--- config.mk ---
export PLATFORM = sky130hd
export DESIGN_NAME = plotter_command_segment_parser
export DESIGN_NICKNAME = d
export VERILOG_FILES = /design/src/sv/pcsp_pkg.sv /design/src/sv/pcsp_core.sv /design/src/sv/pcsp_out_reg.sv /design/src/sv/plotter_command_segment_parser.sv
export SDC_FILE = /design/constraint.sdc
export NUM_CORES = 1
export LEC_CHECK = 0
export BUFFER_PORTS_ARGS = -buffer_cell sky130_fd_sc_hd__buf_4
export CAP_MARGIN = 20
export CELL_PAD_IN_SITES_DETAIL_PLACEMENT = 0
export CELL_PAD_IN_SITES_GLOBAL_PLACEMENT = 1
export CORE_MARGIN = 2
export CORE_UTILIZATION = 53
export CTS_BUF_LIST = sky130_fd_sc_hd__clkbuf_4 sky130_fd_sc_hd__clkbuf_8
export DETAILED_ROUTE_END_ITERATION = 10
export PLACE_DENSITY_LB_ADDON = 0.1
export RECOVER_POWER = 100
export SLEW_MARGIN = 20
export SYNTH_ARGS = -nofsm -noshare
export SYNTH_HDL_FRONTEND = slang
export SYNTH_SLANG_ARGS = --single-unit
export TNS_END_PERCENT = 30
--- constraint.sdc ---
create_clock -name clk -period 24.8 [get_ports clk]
set_input_delay 2.48 -clock clk [delete_from_list [all_inputs] [get_ports clk]]
set_output_delay 2.48 -clock clk [all_outputs]
set_load 0.1 [all_outputs]
--- src/sv/pcsp_pkg.sv ---
package pcsp_pkg;

	// coordinate accumulator width and result field width
	localparam int COORD_BITS = 24;
	localparam int FIELD_BITS = 24;
	localparam logic [COORD_BITS-1:0] COORD_MAX = {COORD_BITS{1'b1}};

	// input command codes
	localparam logic CMD_DATA = 1'b0;
	localparam logic CMD_EOS  = 1'b1;

	// result kind codes
	localparam logic KIND_SEGMENT   = 1'b0;
	localparam logic KIND_TRACK_END = 1'b1;

	// characters that steer the token parser
	localparam logic [7:0] CH_P     = 8'h50;
	localparam logic [7:0] CH_U     = 8'h55;
	localparam logic [7:0] CH_D     = 8'h44;
	localparam logic [7:0] CH_COMMA = 8'h2C;
	localparam logic [7:0] CH_SEMI  = 8'h3B;
	localparam logic [7:0] CH_BANG  = 8'h21;
	localparam logic [7:0] CH_0     = 8'h30;
	localparam logic [7:0] CH_9     = 8'h39;
	localparam logic [7:0] CH_A     = 8'h41;
	localparam logic [7:0] CH_Z     = 8'h5A;

	typedef struct packed {
		logic                  kind;
		logic [FIELD_BITS-1:0] from_x;
		logic [FIELD_BITS-1:0] from_y;
		logic [FIELD_BITS-1:0] to_x;
		logic [FIELD_BITS-1:0] to_y;
	} pcsp_result_t;

	typedef struct packed {
		logic         valid;
		pcsp_result_t res;
	} pcsp_emit_t;

	// true for characters the parser looks at
	function automatic logic is_kept(input logic [7:0] c);
		return (c >= CH_A && c <= CH_Z) || (c >= CH_0 && c <= CH_9) ||
			c == CH_BANG || c == CH_COMMA;
	endfunction

	function automatic logic is_digit(input logic [7:0] c);
		return c >= CH_0 && c <= CH_9;
	endfunction

	// acc * 10 + d, saturating at the coordinate width
	function automatic logic [COORD_BITS-1:0] acc_digit(input logic [COORD_BITS-1:0] acc,
		input logic [3:0] d);
		logic [COORD_BITS+3:0] v;
		v = {1'b0, acc, 3'b000} + {3'b000, acc, 1'b0} + {{COORD_BITS{1'b0}}, d};
		if (v > {4'b0000, COORD_MAX}) begin
			return COORD_MAX;
		end
		return v[COORD_BITS-1:0];
	endfunction

	function automatic logic [FIELD_BITS-1:0] to_field(input logic [COORD_BITS-1:0] v);
		return FIELD_BITS'(v);
	endfunction

endpackage

--- src/sv/pcsp_core.sv ---
module pcsp_core (
	input  logic                clk,
	input  logic                arst_n,
	input  logic                step,
	input  logic                cmd,
	input  logic [7:0]          data_byte,
	output pcsp_pkg::pcsp_emit_t emit
);
	import pcsp_pkg::*;

	typedef enum logic [3:0] {
		TS_START,
		TS_P,
		TS_PU,
		TS_PU_X,
		TS_PU_C,
		TS_PU_Y,
		TS_PD,
		TS_PD_X,
		TS_PD_C,
		TS_PD_Y,
		TS_DEAD
	} tok_state_t;

	tok_state_t            tok_q, tok_d;
	logic [COORD_BITS-1:0] x_acc_q, x_acc_d;
	logic [COORD_BITS-1:0] y_acc_q, y_acc_d;
	logic [COORD_BITS-1:0] pen_x_q, pen_x_d;
	logic [COORD_BITS-1:0] pen_y_q, pen_y_d;
	logic                  track_q, track_d;
	logic [3:0]            digit;
	logic                  dig;

	assign dig   = is_digit(data_byte);
	assign digit = 4'(data_byte - CH_0);

	// token parser, pen tracking and result forming for the current word
	always_comb begin
		tok_d   = tok_q;
		x_acc_d = x_acc_q;
		y_acc_d = y_acc_q;
		pen_x_d = pen_x_q;
		pen_y_d = pen_y_q;
		track_d = track_q;
		emit    = '0;
		if (cmd == CMD_EOS) begin
			emit.valid      = track_q;
			emit.res.kind   = KIND_TRACK_END;
			track_d         = 1'b0;
			pen_x_d         = '0;
			pen_y_d         = '0;
			tok_d           = TS_START;
			x_acc_d         = '0;
			y_acc_d         = '0;
		end else if (data_byte == CH_SEMI) begin
			if (tok_q == TS_PU || tok_q == TS_PU_Y) begin
				emit.valid    = track_q;
				emit.res.kind = KIND_TRACK_END;
				track_d       = 1'b0;
				if (tok_q == TS_PU_Y) begin
					pen_x_d = x_acc_q;
					pen_y_d = y_acc_q;
				end
			end else if (tok_q == TS_PD_Y) begin
				emit.valid       = 1'b1;
				emit.res.kind    = KIND_SEGMENT;
				emit.res.from_x  = to_field(pen_x_q);
				emit.res.from_y  = to_field(pen_y_q);
				emit.res.to_x    = to_field(x_acc_q);
				emit.res.to_y    = to_field(y_acc_q);
				pen_x_d          = x_acc_q;
				pen_y_d          = y_acc_q;
				track_d          = 1'b1;
			end
			tok_d   = TS_START;
			x_acc_d = '0;
			y_acc_d = '0;
		end else if (is_kept(data_byte)) begin
			tok_d = TS_DEAD;
			unique case (tok_q)
				TS_START: begin
					if (data_byte == CH_P) tok_d = TS_P;
				end
				TS_P: begin
					if (data_byte == CH_U) tok_d = TS_PU;
					else if (data_byte == CH_D) tok_d = TS_PD;
				end
				TS_PU, TS_PD: begin
					if (dig) begin
						x_acc_d = COORD_BITS'(digit);
						tok_d   = (tok_q == TS_PU) ? TS_PU_X : TS_PD_X;
					end
				end
				TS_PU_X, TS_PD_X: begin
					if (dig) begin
						x_acc_d = acc_digit(x_acc_q, digit);
						tok_d   = tok_q;
					end else if (data_byte == CH_COMMA) begin
						tok_d = (tok_q == TS_PU_X) ? TS_PU_C : TS_PD_C;
					end
				end
				TS_PU_C, TS_PD_C: begin
					if (dig) begin
						y_acc_d = COORD_BITS'(digit);
						tok_d   = (tok_q == TS_PU_C) ? TS_PU_Y : TS_PD_Y;
					end
				end
				TS_PU_Y, TS_PD_Y: begin
					if (dig) begin
						y_acc_d = acc_digit(y_acc_q, digit);
						tok_d   = tok_q;
					end
				end
				default: begin
					tok_d = TS_DEAD;
				end
			endcase
		end
	end

	// parser state and pen position
	always_ff @(posedge clk or negedge arst_n) begin
		if (!arst_n) begin
			tok_q   <= TS_START;
			x_acc_q <= '0;
			y_acc_q <= '0;
			pen_x_q <= '0;
			pen_y_q <= '0;
			track_q <= 1'b0;
		end else if (step) begin
			tok_q   <= tok_d;
			x_acc_q <= x_acc_d;
			y_acc_q <= y_acc_d;
			pen_x_q <= pen_x_d;
			pen_y_q <= pen_y_d;
			track_q <= track_d;
		end
	end

endmodule

--- src/sv/pcsp_out_reg.sv ---
module pcsp_out_reg (
	input  logic                               clk,
	input  logic                               arst_n,
	input  logic                               step,
	input  pcsp_pkg::pcsp_emit_t               emit,
	output logic                               can_load,
	output logic                               out_valid,
	input  logic                               out_ready,
	output logic                               kind,
	output logic [pcsp_pkg::FIELD_BITS-1:0]    from_x,
	output logic [pcsp_pkg::FIELD_BITS-1:0]    from_y,
	output logic [pcsp_pkg::FIELD_BITS-1:0]    to_x,
	output logic [pcsp_pkg::FIELD_BITS-1:0]    to_y
);
	import pcsp_pkg::*;

	logic         valid_q;
	pcsp_result_t res_q;

	// free when empty or when the held word leaves this cycle
	assign can_load = !valid_q || out_ready;

	// valid flag
	always_ff @(posedge clk or negedge arst_n) begin
		if (!arst_n) begin
			valid_q <= 1'b0;
		end else if (step) begin
			valid_q <= emit.valid;
		end else if (out_ready) begin
			valid_q <= 1'b0;
		end
	end

	// result payload
	always_ff @(posedge clk) begin
		if (step && emit.valid) begin
			res_q <= emit.res;
		end
	end

	assign out_valid = valid_q;
	assign kind      = res_q.kind;
	assign from_x    = res_q.from_x;
	assign from_y    = res_q.from_y;
	assign to_x      = res_q.to_x;
	assign to_y      = res_q.to_y;

endmodule

--- src/sv/plotter_command_segment_parser.sv ---
// channel  direction  handshake               payload
// in       input      in_valid / in_ready     cmd, data_byte
// out      output     out_valid / out_ready   kind, from_x, from_y, to_x, to_y
//
// one word per cycle when not stalled: a word is held in the input stage, where the
// parser and pen update run, and its result (if any) lands in the output register.
// a word's result is loaded into the output register from the input stage register.
// arst_n clears the parser to start of token, the pen to (0,0) and both valid flags.
// a held result stalls the input stage only if the output is not taken that cycle.
module plotter_command_segment_parser (
	input  logic                            clk,
	input  logic                            arst_n,
	input  logic                            in_valid,
	output logic                            in_ready,
	input  logic                            cmd,
	input  logic [7:0]                      data_byte,
	output logic                            out_valid,
	input  logic                            out_ready,
	output logic                            kind,
	output logic [pcsp_pkg::FIELD_BITS-1:0] from_x,
	output logic [pcsp_pkg::FIELD_BITS-1:0] from_y,
	output logic [pcsp_pkg::FIELD_BITS-1:0] to_x,
	output logic [pcsp_pkg::FIELD_BITS-1:0] to_y
);
	import pcsp_pkg::*;

	logic       valid_s1;
	logic       cmd_s1;
	logic [7:0] byte_s1;
	logic       can_load;
	logic       step;
	pcsp_emit_t emit;

	assign step     = valid_s1 && can_load;
	assign in_ready = !valid_s1 || step;

	// input stage flag
	always_ff @(posedge clk or negedge arst_n) begin
		if (!arst_n) begin
			valid_s1 <= 1'b0;
		end else if (in_ready) begin
			valid_s1 <= in_valid;
		end
	end

	// input stage payload
	always_ff @(posedge clk) begin
		if (in_valid && in_ready) begin
			cmd_s1  <= cmd;
			byte_s1 <= data_byte;
		end
	end

	pcsp_core u_core (
		.clk       (clk),
		.arst_n    (arst_n),
		.step      (step),
		.cmd       (cmd_s1),
		.data_byte (byte_s1),
		.emit      (emit)
	);

	pcsp_out_reg u_out (
		.clk       (clk),
		.arst_n    (arst_n),
		.step      (step),
		.emit      (emit),
		.can_load  (can_load),
		.out_valid (out_valid),
		.out_ready (out_ready),
		.kind      (kind),
		.from_x    (from_x),
		.from_y    (from_y),
		.to_x      (to_x),
		.to_y      (to_y)
	);

`ifndef SYNTHESIS
	// a track end carries no coordinates
	a_track_end_zero: assert property (@(posedge clk) disable iff (!arst_n)
		(out_valid && kind == KIND_TRACK_END) |->
		(from_x == '0 && from_y == '0 && to_x == '0 && to_y == '0))
		else $error("track end with nonzero coordinates");

	// an accepted word always lands in the input stage
	a_accept_lands: assert property (@(posedge clk) disable iff (!arst_n)
		(in_valid && in_ready) |=> valid_s1)
		else $error("accepted word lost");

	// no result appears without a word being processed
	a_no_invented: assert property (@(posedge clk) disable iff (!arst_n)
		(!out_valid && !step) |=> !out_valid)
		else $error("result without processed word");
`endif

endmodule

; Word level (Yosys, flattened, before mapping)
; Index checks and enable logic that the tools add are counted.
[word_totals]
regBits = 209
elab_cells = 143
output_inout_bits = 99
[op_classes]
add_sub_neg = 5
n_mux = 63
order_cmp = 6
n_reduce_logical = 30
eq_ne = 22
bitwise = 2
[op_table]
columns = op, count
row1 = 2-to-1 mux 24 bit, 23
row2 = 2-to-1 mux 98 bit, 2
row3 = 2-to-1 mux 96 bit, 1
row4 = one-hot mux 24 bit (2 select lines), 2
row5 = adder 27 x 25 -> 28 bit, 2
row6 = adder 28 x 4 -> 28 bit, 2
row7 = > comparator 28 x 24 -> 1 bit (second input constant), 2
row8 = 2-to-1 mux 4 bit, 13
row9 = == test 8 x 6 -> 1 bit (second input constant), 3
row10 = == test 8 x 7 -> 1 bit (second input constant), 3
row11 = one-hot mux 4 bit (6 select lines), 1
row12 = 2-to-1 mux 1 bit, 18
row13 = == test 4 x 3 -> 1 bit (second input constant), 4
row14 = inequality test 4 x 2 -> 1 bit (second input constant), 4
row15 = AND reduction 5 bit, 2
row16 = == test 4 x 2 -> 1 bit (second input constant), 2
row17 = == test 4 bit (second input constant), 2
row18 = greater-or-equal comparator 8 x 6 -> 1 bit (second input constant), 1
row19 = greater-or-equal comparator 8 x 7 -> 1 bit (second input constant), 1
row20 = less-or-equal comparator 8 x 6 -> 1 bit (second input constant), 1
row21 = less-or-equal comparator 8 x 7 -> 1 bit (second input constant), 1
row22 = inequality test 4 bit (second input constant), 2
row23 = AND reduction 4 bit, 2
row24 = nonzero test 4 bit, 2
row25 = 15 further kinds, 32

; Longest topological paths before layout
; Gate-level depths: netlist (run 1).
[logic_depth]
depth_word = 15
depth_mapped = 13
mapped_depth_nobuf = 11

; Hierarchy
; Synthesis (run 1) repeated with hierarchy kept, for this count alone.
[hier_totals]
hier_cells = 1136
area_unflattened_um2 = 11831.3
[by_module_without_submodules]
columns = mod, instances, cells_per_inst, area_each_um2
row1 = pcsp_core, 1, 1021, 8533.2
row2 = pcsp_out_reg, 1, 101, 2967.8
row3 = plotter_command_segment_parser, 1, 14, 330.3

; Worst setup path after synthesis (run 1)
; No wires, ideal clock.
[synth_path]
path_type = input to register
from = input out_ready
to = register u_out.valid_q (netlist: u_out.out_valid)
n_path_buf = 0
arrival_ns = 10.094
stages = 4
required_ns = 24.693
setup_ns = 0.107
setup_slack_ns = 14.599
path_cell_list = nor2b_1 -> nand2b_1 -> nor3_1 -> or2_2
[synth_between]
elab_chain_cells = 3
[synth_rtl]
columns = item, line
row1 = from (decl), plotter_command_segment_parser.sv:18  ; input logic out_ready,
row2 = logical OR 1 bit, pcsp_out_reg.sv:21  ; assign can_load = !valid_q || out_ready;
row3 = logical AND 1 bit, plotter_command_segment_parser.sv:34  ; assign step = valid_s1 && can_load;
row4 = 2-to-1 mux 1 bit or nonzero test 2 bit (tied branches), --
row5 = to (signal assigned), pcsp_out_reg.sv:28  ; valid_q <= emit.valid;
row6 = to (decl), pcsp_out_reg.sv:17  ; logic valid_q;
; Several ways; a longest one is shown, not always the timed one.
; A chain may end at the register's enable or synchronous reset.

==> results of run 1 <==
## per-layer routing
metal	vias to the layer above	global-route usage
li1	4226	-
met1	4007	0.337
met2	207	0.332
met3	32	0.0378
met4	0	0.0556
met5	-	0
## worst min path at each step
stage | from | to | slack, ps | cells past startpoint
after global placement | u_core.pen_x_q[3]$_DFFE_PN0P_ | u_core.pen_x_q[3]$_DFFE_PN0P_ | 450 | 2
after global routing | u_core.pen_y_q[12]$_DFFE_PN0P_ | u_core.pen_y_q[12]$_DFFE_PN0P_ | 500 | 2
after detailed placement | u_core.pen_y_q[23]$_DFFE_PN0P_ | u_core.pen_y_q[23]$_DFFE_PN0P_ | 460 | 2
after CTS | u_core.pen_y_q[23]$_DFFE_PN0P_ | u_core.pen_y_q[23]$_DFFE_PN0P_ | 470 | 2
after floorplan | u_core.pen_x_q[23]$_DFFE_PN0P_ | u_core.pen_x_q[23]$_DFFE_PN0P_ | 440 | 2
final | u_core.pen_y_q[8]$_DFFE_PN0P_ | u_core.pen_y_q[8]$_DFFE_PN0P_ | 470 | 2
## cell usage in the layout, fill, tap and decap left out, types with 4 or more instances in the layout
cell | synthesis | final
nand4_1 | 6 | 6
o21bai_1 | 4 | 4
a21o_1 | 18 | 18
o31ai_1 | 10 | 10
nor2b_1 | 9 | 9
o21ai_0 | 90 | 90
edfxtp_1 | 106 | 106
and3_1 | 7 | 7
nor4_1 | 10 | 10
o211ai_1 | 10 | 10
o21a_1 | 8 | 8
and2_0 | 0 | 65
a22oi_1 | 20 | 20
clkbuf_1 | 52 | 106
and2_1 | 97 | 32
clkinv_1 | 0 | 5
xor2_1 | 16 | 16
o31a_1 | 5 | 5
buf_4 | 0 | 4
dfrtp_1 | 103 | 103
clkbuf_8 | 0 | 41
nor2_1 | 42 | 42
fa_1 | 4 | 4
nand3_1 | 10 | 10
a211oi_1 | 9 | 9
inv_1 | 14 | 14
nand2b_1 | 53 | 52
ha_1 | 94 | 94
a31oi_1 | 8 | 8
a21oi_1 | 53 | 53
nor3_1 | 12 | 11
nand2_1 | 123 | 123
clkbuf_4 | 0 | 25
xnor2_1 | 27 | 27
a221o_1 | 21 | 21
## worst reg2reg max path: stages (launching register included)
cell      delay, ps
edfxtp_1        650
and4b_1         270
a31oi_1         150
buf_4           260
nor2_1          160
o21ai_4          80
clkbuf_1       2530
o21ai_0         490
## final cells by class
cell class	count	area, sq um
fill	1927	8620
sequential	209	5760
multi-input combinational	819	5620
clock buffer	56	677
timing repair buffer	120	503
tap	280	350
clock inverter	11	103
inverter	14	52.6
## stage by stage
step / util / power (uW) / hold slack [ps] / cell area (sq um)
6_report: 0.602 / 774 / 470 / 13100
5_1_grt: 0.602 / 808 / 497 / 13100
4_1_cts: 0.621 / 785 / 475 / 13500
3_5_place_dp: 0.585 / 449 / 461 / 12700
3_3_place_gp: 0.585 / 449 / 453 / 12700
2_1_floorplan: - / 431 / 440 / 11600
## cells by family after synthesis
kind of cell | synth area share
mux | 0.00258
compound gates | 0.159
xor+xnor | 0.0323
flops | 0.495
buf+inv | 0.0244
fa+ha+maj | 0.108
simple gates | 0.180
## flip-flops by register name, indices dropped and copies added (netlist names), 4 cells and up
signal	flops
u_out.from_y	24
u_core.y_acc_q	24
u_core.pen_y_q	24
u_out.from_x	24
u_core.x_acc_q	24
u_core.tok_q	4
byte_s1	8
u_core.pen_x_q	24
u_out.to_y	24
u_out.to_x	24
## report_power, final
part           switching (uW)  internal, uW  total [uW]
registers                12.3           371         383
clock network             137           195         333
logic                    39.0          19.5        58.5
total                     189           586         774
==> out/qor.yml, run 1 <==
run_status:
  outcome: "finished, violations left"
  violations: "max-capacitance violations, max-slew violations"
setup_path:
  critPathMaxFanout: 64
  path_buf_inv: 2
  setup.worst_path.end: "u_core.pen_y_q[15]$_DFFE_PN0P_"
  cp-start-kind: "primary input"
  crit_chain: "clkbuf_1, clkbuf_1"
  setup.worst_path.start: "arst_n"
  crit_path_end_kind: "async pin"
  worst_path_max_delay_cell: "clkbuf_1"
  cp.arrival_ps: 6750
  cp.depth: 2
  worstReg2RegStart: "byte_s1[2]$_DFFE_PP_"
  crit_family: "buffers and inverters"
  worstSetupPathType: "in2async"
  critPathMaxStageDelay_ps: 2520
  r2r_end: "u_core.pen_x_q[11]$_DFFE_PN0P_"
  r2r_cells: 7
  cpMostUsedCell: "clkbuf_1"
  required_ps: 24640
  rrSetupSlack_ps: 19940
clock_network:
  clkTransAtPathRegs_ps: 60
  clkLatencyLatePin_ps: 520
  cts_setup_buffers: 0
  cts_hold_buf: 0
  cts_buffers: 37
  clock-root-buffer: "clkbuf_8"
  cts_resized: 0
  cts_htree_levels: 2
  cts.sinks: 209
  cts_tree: "built"
  cts_buffer_depth: 3
placement:
  place_worst_setup_slack_ps: 19220
  dpl.cell_count: 1442
  dp.final_hpwl_um: 17300
  port_buffers: 111
  gp_congestion: 0.843
synth:
  synth_area_sq_um: 11600
  ys_ff_latch: 209
  ys_seq_area_frac: 0.495
  synthTopCellsByArea: "edfxtp_1, dfrtp_1, ha_1"
  ys_top_cells_by_count: "nand2_1, edfxtp_1, dfrtp_1"
  synth_largest_area_cell: "edfxtp_1"
  syn_inst: 1099
  synth-edff-count: 106
  yosys.cell_count.top_type: "nand2_1"
  ys_warn_count: 0
  syn-num-nets: 1210
  synth_top_area_frac: 0.273
  yosysUniqueCellTypes: 65
  synth_flop_cell: "edfxtp_1"
  async_reset_ff_frac: 0.493
  syn_area_per_cell_sq_um: 10.6
detailed_routing:
  wl_met1_um: 12900
  drt-wirelength-per-cell_um: 17.0
  top_layer_used: "met4"
  met2_length_um: 11000
  wl_met3_um: 1330
  drtAntennaViolNets: 0
  via_per_inst: 5.61
  drc: 0
  initialDrtViolationCount: 501
  first_pass_iters: 5
  wirelength_um: 25600
  via_count: 8472
final_layout:
  layout-drive-gt1-share: 0.0732
  syn_to_final_growth_pct: 12.2
  layout.cells.non_filler: 1509
  fin_nets: 1312
  diodes: 0
sta:
  tns_ps: 0
  fmax_mhz: 145
  min_period_over_period: 0.278
  clock_skew_ps: 23.0
  worst_pin_slew_ps: 3600
  fin_crit_ps: 6910
  setup_violations: 0
  setup_ws_ps: 17890
  hold_violations: 0
  max_slew_margin: -1.40
  slew_violations: 394
  rsz0062_at_grt: "no"
grt:
  grt_start_max_net_pins: 97
  grt_overflow: 0
  grt_pass1_wl_um: 42400
  grt_pass1_vias: 8130
  grt_util_all_layers: 0.222
  antenna_found_initial: 0
floorplanning:
  core-area_sq_um: 21700
  die_h_um: 152
  rows: 54
  ios: 112
  dieWidth_um: 152
  initial_core_util: 0.537
  die-area_sq_um: 23200
run:
  cap_violations: 6
pwr:
  irDropWorstVdd_v: 0.0000451
  powerDensity_nw_per_um2: 59.3
  p_leak_uw: 0.00576
worst_hold_path:
  hold_path.class: "reg2reg"
(Power assumes the default switching activity.)
==> inputs of run 2 (changes only) <==
--- a/config.mk
+++ b/config.mk
@@ -5,12 +5,13 @@
 export SDC_FILE = /design/constraint.sdc
 export NUM_CORES = 1
 export LEC_CHECK = 0
+export ABC_AREA = 1
 export BUFFER_PORTS_ARGS = -buffer_cell sky130_fd_sc_hd__buf_4
 export CAP_MARGIN = 20
 export CELL_PAD_IN_SITES_DETAIL_PLACEMENT = 0
 export CELL_PAD_IN_SITES_GLOBAL_PLACEMENT = 1
 export CORE_MARGIN = 2
-export CORE_UTILIZATION = 53
+export CORE_UTILIZATION = 47
 export CTS_BUF_LIST = sky130_fd_sc_hd__clkbuf_4 sky130_fd_sc_hd__clkbuf_8
 export DETAILED_ROUTE_END_ITERATION = 10
 export PLACE_DENSITY_LB_ADDON = 0.1
==> constraint.sdc (replaced) <==
create_clock -name clk -period 6.5 [get_ports clk]
set_input_delay 0.65 -clock clk [delete_from_list [all_inputs] [get_ports clk]]
set_output_delay 0.65 -clock clk [all_outputs]
set_load 0.1 [all_outputs]
==> out/qor.yml, run 2 <==
grt:
  grt_pass1_wl_um: 52500  # +24%
  grt_util_all_layers: 0.231  # +0.00946
  grt_pass1_vias: 10034  # +23%
  antenna_found_initial: 0  # unchanged
  grt_overflow: 0  # unchanged
  grt_start_max_net_pins: 97  # unchanged
setup_path:
  worstReg2RegStart: "u_core.tok_q[2]$_DFFE_PN0P_"
  crit_path_end_kind: "register"
  setup.worst_path.start: "u_core.tok_q[2]$_DFFE_PN0P_"
  required_ps: 6970  # -17670 ps
  cp-start-kind: "register"
  critPathMaxFanout: 58  # -9.4%
  r2r_end: "u_core.pen_y_q[20]$_DFFE_PN0P_"
  worstSetupPathType: "reg2reg"
  setup.worst_path.end: "u_core.pen_y_q[20]$_DFFE_PN0P_"
  rrSetupSlack_ps: 2080  # -17860 ps
  cp.arrival_ps: 4880  # -1870 ps
  r2r_cells: 10  # +3
clock_network:
  cts_setup_buffers: 0  # unchanged
  cts.sinks: 209  # unchanged
  clkTransAtPathRegs_ps: 60  # about the same
  cts_resized: 0  # unchanged
  clkLatencyLatePin_ps: 550  # +30 ps
  cts_htree_levels: 2  # unchanged
  clock-root-buffer: "clkbuf_8"
  cts_hold_buf: 0  # unchanged
  cts_buffer_depth: 3  # unchanged
  cts_tree: "built"
  cts_buffers: 37  # unchanged
sta:
  fmax_mhz: 226
  clock_skew_ps: 20.6  # -2.40 ps
  hold_violations: 0  # unchanged
  rsz0062_at_grt: "no"
  min_period_over_period: 0.679
  setup_ws_ps: 2080  # -15810 ps
  tns_ps: 0  # unchanged
  worst_pin_slew_ps: 3400  # -204 ps
  setup_violations: 0  # unchanged
  fin_crit_ps: 4420
  slew_violations: 265  # -33%
  max_slew_margin: -1.27  # +0.131
synth:
  synth_flop_cell: "edfxtp_1"
  synth-edff-count: 106  # unchanged
  syn_inst: 1498  # +36%
  synth_largest_area_cell: "edfxtp_1"
  syn-num-nets: 1609  # +33%
  ys_seq_area_frac: 0.453  # -0.0416
  syn_area_per_cell_sq_um: 8.49  # -20%
  yosysUniqueCellTypes: 43  # -34%
  synth_area_sq_um: 12700  # +9.2%
  ys_ff_latch: 209  # unchanged
  yosys.cell_count.top_type: "nand2_1"
  synth_top_area_frac: 0.250  # -0.0230
  ys_warn_count: 0  # unchanged
  async_reset_ff_frac: 0.493  # unchanged
  ys_top_cells_by_count: "nand2_1, inv_1, nor2_1"
  synthTopCellsByArea: "edfxtp_1, dfrtp_1, nand2_1"
pwr:
  power.internal_uw: 2370  # +300%
  switchingPower_uw: 1160  # +510%
  p_sw_frac: 0.328  # +0.0849
  powerDensity_nw_per_um2: 251  # +320%
  combPwrFrac: 0.186  # +0.110
  total_power_uw: 3520  # +360%
  seqPwrFrac: 0.433  # -0.062
  irDropWorstVdd_v: 0.000172  # +280%
  p_leak_uw: 0.00672  # +17%
  p_clk_frac: 0.381  # -0.049
floorplanning:
  rows: 60  # +11%
  ios: 112  # unchanged
  die_h_um: 168  # +11%
  core-area_sq_um: 26700  # +23%
  dieWidth_um: 168  # +11%
  die-area_sq_um: 28400  # +22%
  initial_core_util: 0.476  # -0.0612
detailed_routing:
  first_pass_iters: 5  # unchanged
  drc: 0  # unchanged
  drtAntennaViolNets: 0  # unchanged
  initialDrtViolationCount: 738  # +47%
  via_per_inst: 5.06  # -9.9%
  drt-wirelength-per-cell_um: 16.2  # -4.7%
  wirelength_um: 32200  # +25%
  via_count: 10050  # +19%
placement:
  gp_congestion: 0.913  # +8.4%
  placed_area_sq_um: 13800  # +8.8%
  place_worst_setup_slack_ps: 2890  # -16330 ps
  port_buffers: 111  # unchanged
  dp.final_hpwl_um: 23300  # +35%
final_layout:
  diodes: 0  # unchanged
  syn_to_final_growth_pct: 10.4
  fin_nets: 1728  # +32%
  layout-drive-gt1-share: 0.0905  # +0.0173
  layout_common_cells: "nand2_1, inv_1, nor2_1"
  layout_commonest_cell: "nand2_1"
  design_area_sq_um: 14000  # +7.4%
worst_hold_path:
  hold_path.class: "in2reg"
run_status:
  violations: "max-capacitance violations, max-slew violations"
  outcome: "finished, violations left"
run:
  cap_violations: 5  # -1
-- run 2: cell count changes after synthesis, moves of 15 or more --
| cell | previous run | this run |
|---|---|---|
| a21o_1 | 18 | 3 |
| a221o_1 | 21 | 0 |
| and2_1 | 97 | 1 |
| buf_2 | 2 | 20 |
| clkbuf_1 | 52 | 5 |
| inv_1 | 14 | 227 |
| nand2_1 | 123 | 346 |
| nand2b_1 | 53 | 0 |
| nand3_1 | 10 | 87 |
| nand3_2 | 0 | 40 |
| nor2_1 | 42 | 194 |
| o21ai_0 | 90 | 26 |
| o21ai_2 | 0 | 40 |
| xnor2_1 | 27 | 7 |
-- run 2: critical path, stage by stage, from the launching register on --
cell and delay [ps]:
dfrtp_1 600, nand2_1 150, nor2_1 300, nor2_1 110
nand2_2 90, o211ai_1 180, a21oi_4 170, clkbuf_1 1540
buf_4 780, nand3_1 250, o21ai_2 120
-- run 2: layout make-up --
class | instances | area (sq um)
fillers | 2662 | 12700
flip-flops and latches | 209 | 5760
multi-input cells | 1015 | 5640
inverters | 237 | 890
clock buffers | 55 | 669
repair buffers | 117 | 500
well taps | 341 | 427
clock inverters | 13 | 146
-- run 2: routing by layer --
layer,part of all wire,routed length [um],GRT usage
met1,0.48,15400,0.322
met2,0.45,14500,0.377
met3,0.046,1490,0.0374
met4,0.023,751,0.0611
met5,0,0,0
-- run 2: how the worst min path moves through the flow --
stage          slack [ps]                              to                        from  cells after the start
5_1_grt               280            byte_s1[1]$_DFFE_PP_                data_byte[1]                      1
2_1_floorplan         350   u_core.pen_x_q[0]$_DFFE_PN0P_                      arst_n                      0
3_3_place_gp          500      u_core.track_q$_DFFE_PN0P_  u_core.track_q$_DFFE_PN0P_                      2
6_report              300            byte_s1[4]$_DFFE_PP_                data_byte[4]                      1
4_1_cts               100  u_core.pen_x_q[10]$_DFFE_PN0P_                      arst_n                      1
3_5_place_dp          500      u_core.track_q$_DFFE_PN0P_  u_core.track_q$_DFFE_PN0P_                      2
-- run 2: power by group through the flow --
| stage | Sequential (uW) | Clock, uW | Combinational [uW] |
|---|---|---|---|
| 5_1_grt | 1530 | 1430 | 704 |
| 3_5_place_dp | 1550 | 0 | 713 |
| 4_1_cts | 1530 | 1380 | 714 |
| 6_report | 1530 | 1340 | 655 |
| 2_1_floorplan | 1850 | 0 | 258 |
| 3_3_place_gp | 1550 | 0 | 707 |
-- run 2: per-stage QoR --
stage / hold slack, ps / utilization / cells
final: 301 / 0.525 / 1987
after global routing: 282 / 0.525 / 1987
after CTS: 103 / 0.547 / 1987
after detailed placement: 497 / 0.517 / 1919
after global placement: 498 / 0.517 / 1919
after floorplan: 354 / - / 1498
-- run 2: logic make-up after synthesis --
kind of cell | count (synthesis) | synth area share
AO/OA/AOI/OAI | 164 | 0.0851
XOR/XNOR | 26 | 0.0179
buffers and inverters | 274 | 0.0879
AND/OR/NAND/NOR | 727 | 0.257
adder cells (fa/ha/maj) | 98 | 0.0988
flip-flops | 209 | 0.453
==> inputs of run 3 (changes only) <==
==> constraint.sdc (replaced) <==
create_clock -name clk -period 4.6 [get_ports clk]
set_input_delay 0.46 -clock clk [delete_from_list [all_inputs] [get_ports clk]]
set_output_delay 0.46 -clock clk [all_outputs]
set_load 0.1 [all_outputs]
==> out/qor.yml, run 3 (synthesized netlist as in run 2, its figures left out) <==
run_status:
  outcome: "finished, violations left"
  violations: "max-capacitance violations, max-slew violations"
placement:
  dpl.cell_count: 1923  # +0.21%
  place_worst_setup_slack_ps: 936  # -1950 ps
  port_buffers: 111  # unchanged
  dp.final_hpwl_um: 23000  # -1.2%
  gp_congestion: 0.909  # -0.53%
  placed_area_sq_um: 13800  # +0.31%
setup_path:
  cp.arrival_ps: 4270  # -610 ps
  critPathMaxFanout: 53  # -8.6%
  cp-start-kind: "register"
  required_ps: 5040  # -1930 ps
  crit_path_end_kind: "register"
  worstSetupPathType: "reg2reg"
  rrSetupSlack_ps: 770  # -1310 ps
detailed_routing:
  drc: 0  # unchanged
  drt-wirelength-per-cell_um: 15.8  # -2.3%
  top_layer_used: "met4"
  first_pass_iters: 5  # unchanged
  via_count: 9990  # -0.60%
  via_per_inst: 5.01  # -0.90%
  wirelength_um: 31500  # -2.0%
  wl_met1_um: 15400  # -0.28%
  wl_met3_um: 1550  # +4.0%
  met2_length_um: 14000  # -3.3%
  drtAntennaViolNets: 0  # unchanged
  initialDrtViolationCount: 579  # -22%
final_layout:
  design_area_sq_um: 14100  # +0.68%
  layout_common_cells: "nand2_1, inv_1, nor2_1"
  layout_commonest_cell: "nand2_1"
  layout.cells.non_filler: 1993  # +0.30%
  diodes: 0  # unchanged
  syn_to_final_growth_pct: 11.1
  layout-drive-gt1-share: 0.0950  # +0.00451
  fin_nets: 1733  # +0.29%
  post-route-util: 0.529  # +0.00356
sta:
  fmax_mhz: 261  # +15%
  clock_skew_ps: 19.5  # -1.09 ps
  fin_crit_ps: 3830  # -588 ps
  slew_violations: 136  # -49%
  setup_ws_ps: 772  # -1310 ps
  tns_ps: 0  # unchanged
  hold_violations: 0  # unchanged
  min_period_over_period: 0.832  # +0.153
  worst_pin_slew_ps: 2120  # -1280 ps
  rsz0062_at_grt: "no"
  max_slew_margin: -0.412  # +0.857
  setup_violations: 0  # unchanged
clock_network:
  clock-root-buffer: "clkbuf_8"
  cts_buffer_depth: 3  # unchanged
  cts_setup_buffers: 0  # unchanged
  clkTransAtPathRegs_ps: 60  # about the same
  cts.sinks: 209  # unchanged
  cts_buffers: 38  # +2.7%
  clkLatencyLatePin_ps: 540  # about the same
  cts_hold_buf: 0  # unchanged
  cts_tree: "built"
  cts_htree_levels: 2  # unchanged
  cts_resized: 0  # unchanged
worst_hold_path:
  hold_path.class: "in2reg"
run:
  cap_violations: 3  # -2
floorplanning:
  die-area_sq_um: 28400  # unchanged
  rows: 60  # unchanged
  core-area_sq_um: 26700  # unchanged
  dieWidth_um: 168  # unchanged
  ios: 112  # unchanged
  die_h_um: 168  # unchanged
  initial_core_util: 0.476  # unchanged
grt:
  grt_pass1_vias: 9768  # -2.7%
  grt_overflow: 0  # unchanged
  grt_pass1_wl_um: 51300  # -2.2%
  antenna_found_initial: 0  # unchanged
  grt_util_all_layers: 0.226  # -0.00493
  grt_start_max_net_pins: 75  # -23%
pwr:
  irDropWorstVdd_v: 0.000345  # +100%
  powerDensity_nw_per_um2: 363  # +45%
  p_leak_uw: 0.00680  # +1.1%
==> run 3: final timing paths <==
path	startpoint	end	cells after the start
max	cmd_s1$_DFFE_PP_	u_core.pen_y_q[2]$_DFFE_PN0P_	8
max in group asynchronous	arst_n	u_core.tok_q[2]$_DFFE_PN0P_	2
min	cmd	cmd_s1$_DFFE_PP_	1
max reg2reg	cmd_s1$_DFFE_PP_	u_core.pen_y_q[2]$_DFFE_PN0P_	8
min reg2reg	u_core.track_q$_DFFE_PN0P_	u_core.track_q$_DFFE_PN0P_	2
min in group asynchronous	arst_n	u_core.pen_x_q[11]$_DFFE_PN0P_	1
==> run 3: worst max-delay path: stages (launching register included) <==
cell and delay, ps:
edfxtp_1 350, inv_1 60, clkbuf_2 780, nand2_1 390, o211ai_1 210, a21oi_4 200, clkbuf_1 1260, nand3_1 320
o21ai_2 150
==> run 3: power breakdown <==
part | internal [uW] | switching [uW]
registers | 2090 | 64.6
clock network | 1260 | 788
logic | 151 | 788
==> run 3: layout make-up <==
type	count	area, sq um
Timing Repair Buffer	121	518
Inverter	237	890
Clock buffer	55	694
Sequential cell	209	5760
Tap cell	341	427
Fill cell	2606	12600
Multi-Input combinational cell	1015	5640
Clock inverter	15	201
==> run 3: layer usage <==
metal,vias to the layer above,track usage
met1,4585,0.328
met4,0,0.0566
li1,5116,-
met3,46,0.0346
met5,-,0
met2,243,0.358
==> run 3: per-stage QoR <==
step	hold WS [ps]	total power, uW
after global routing	92.3	5340
final	131	5130
after floorplan	164	2980
after global placement	483	3200
after detailed placement	482	3200
after CTS	77.5	5270
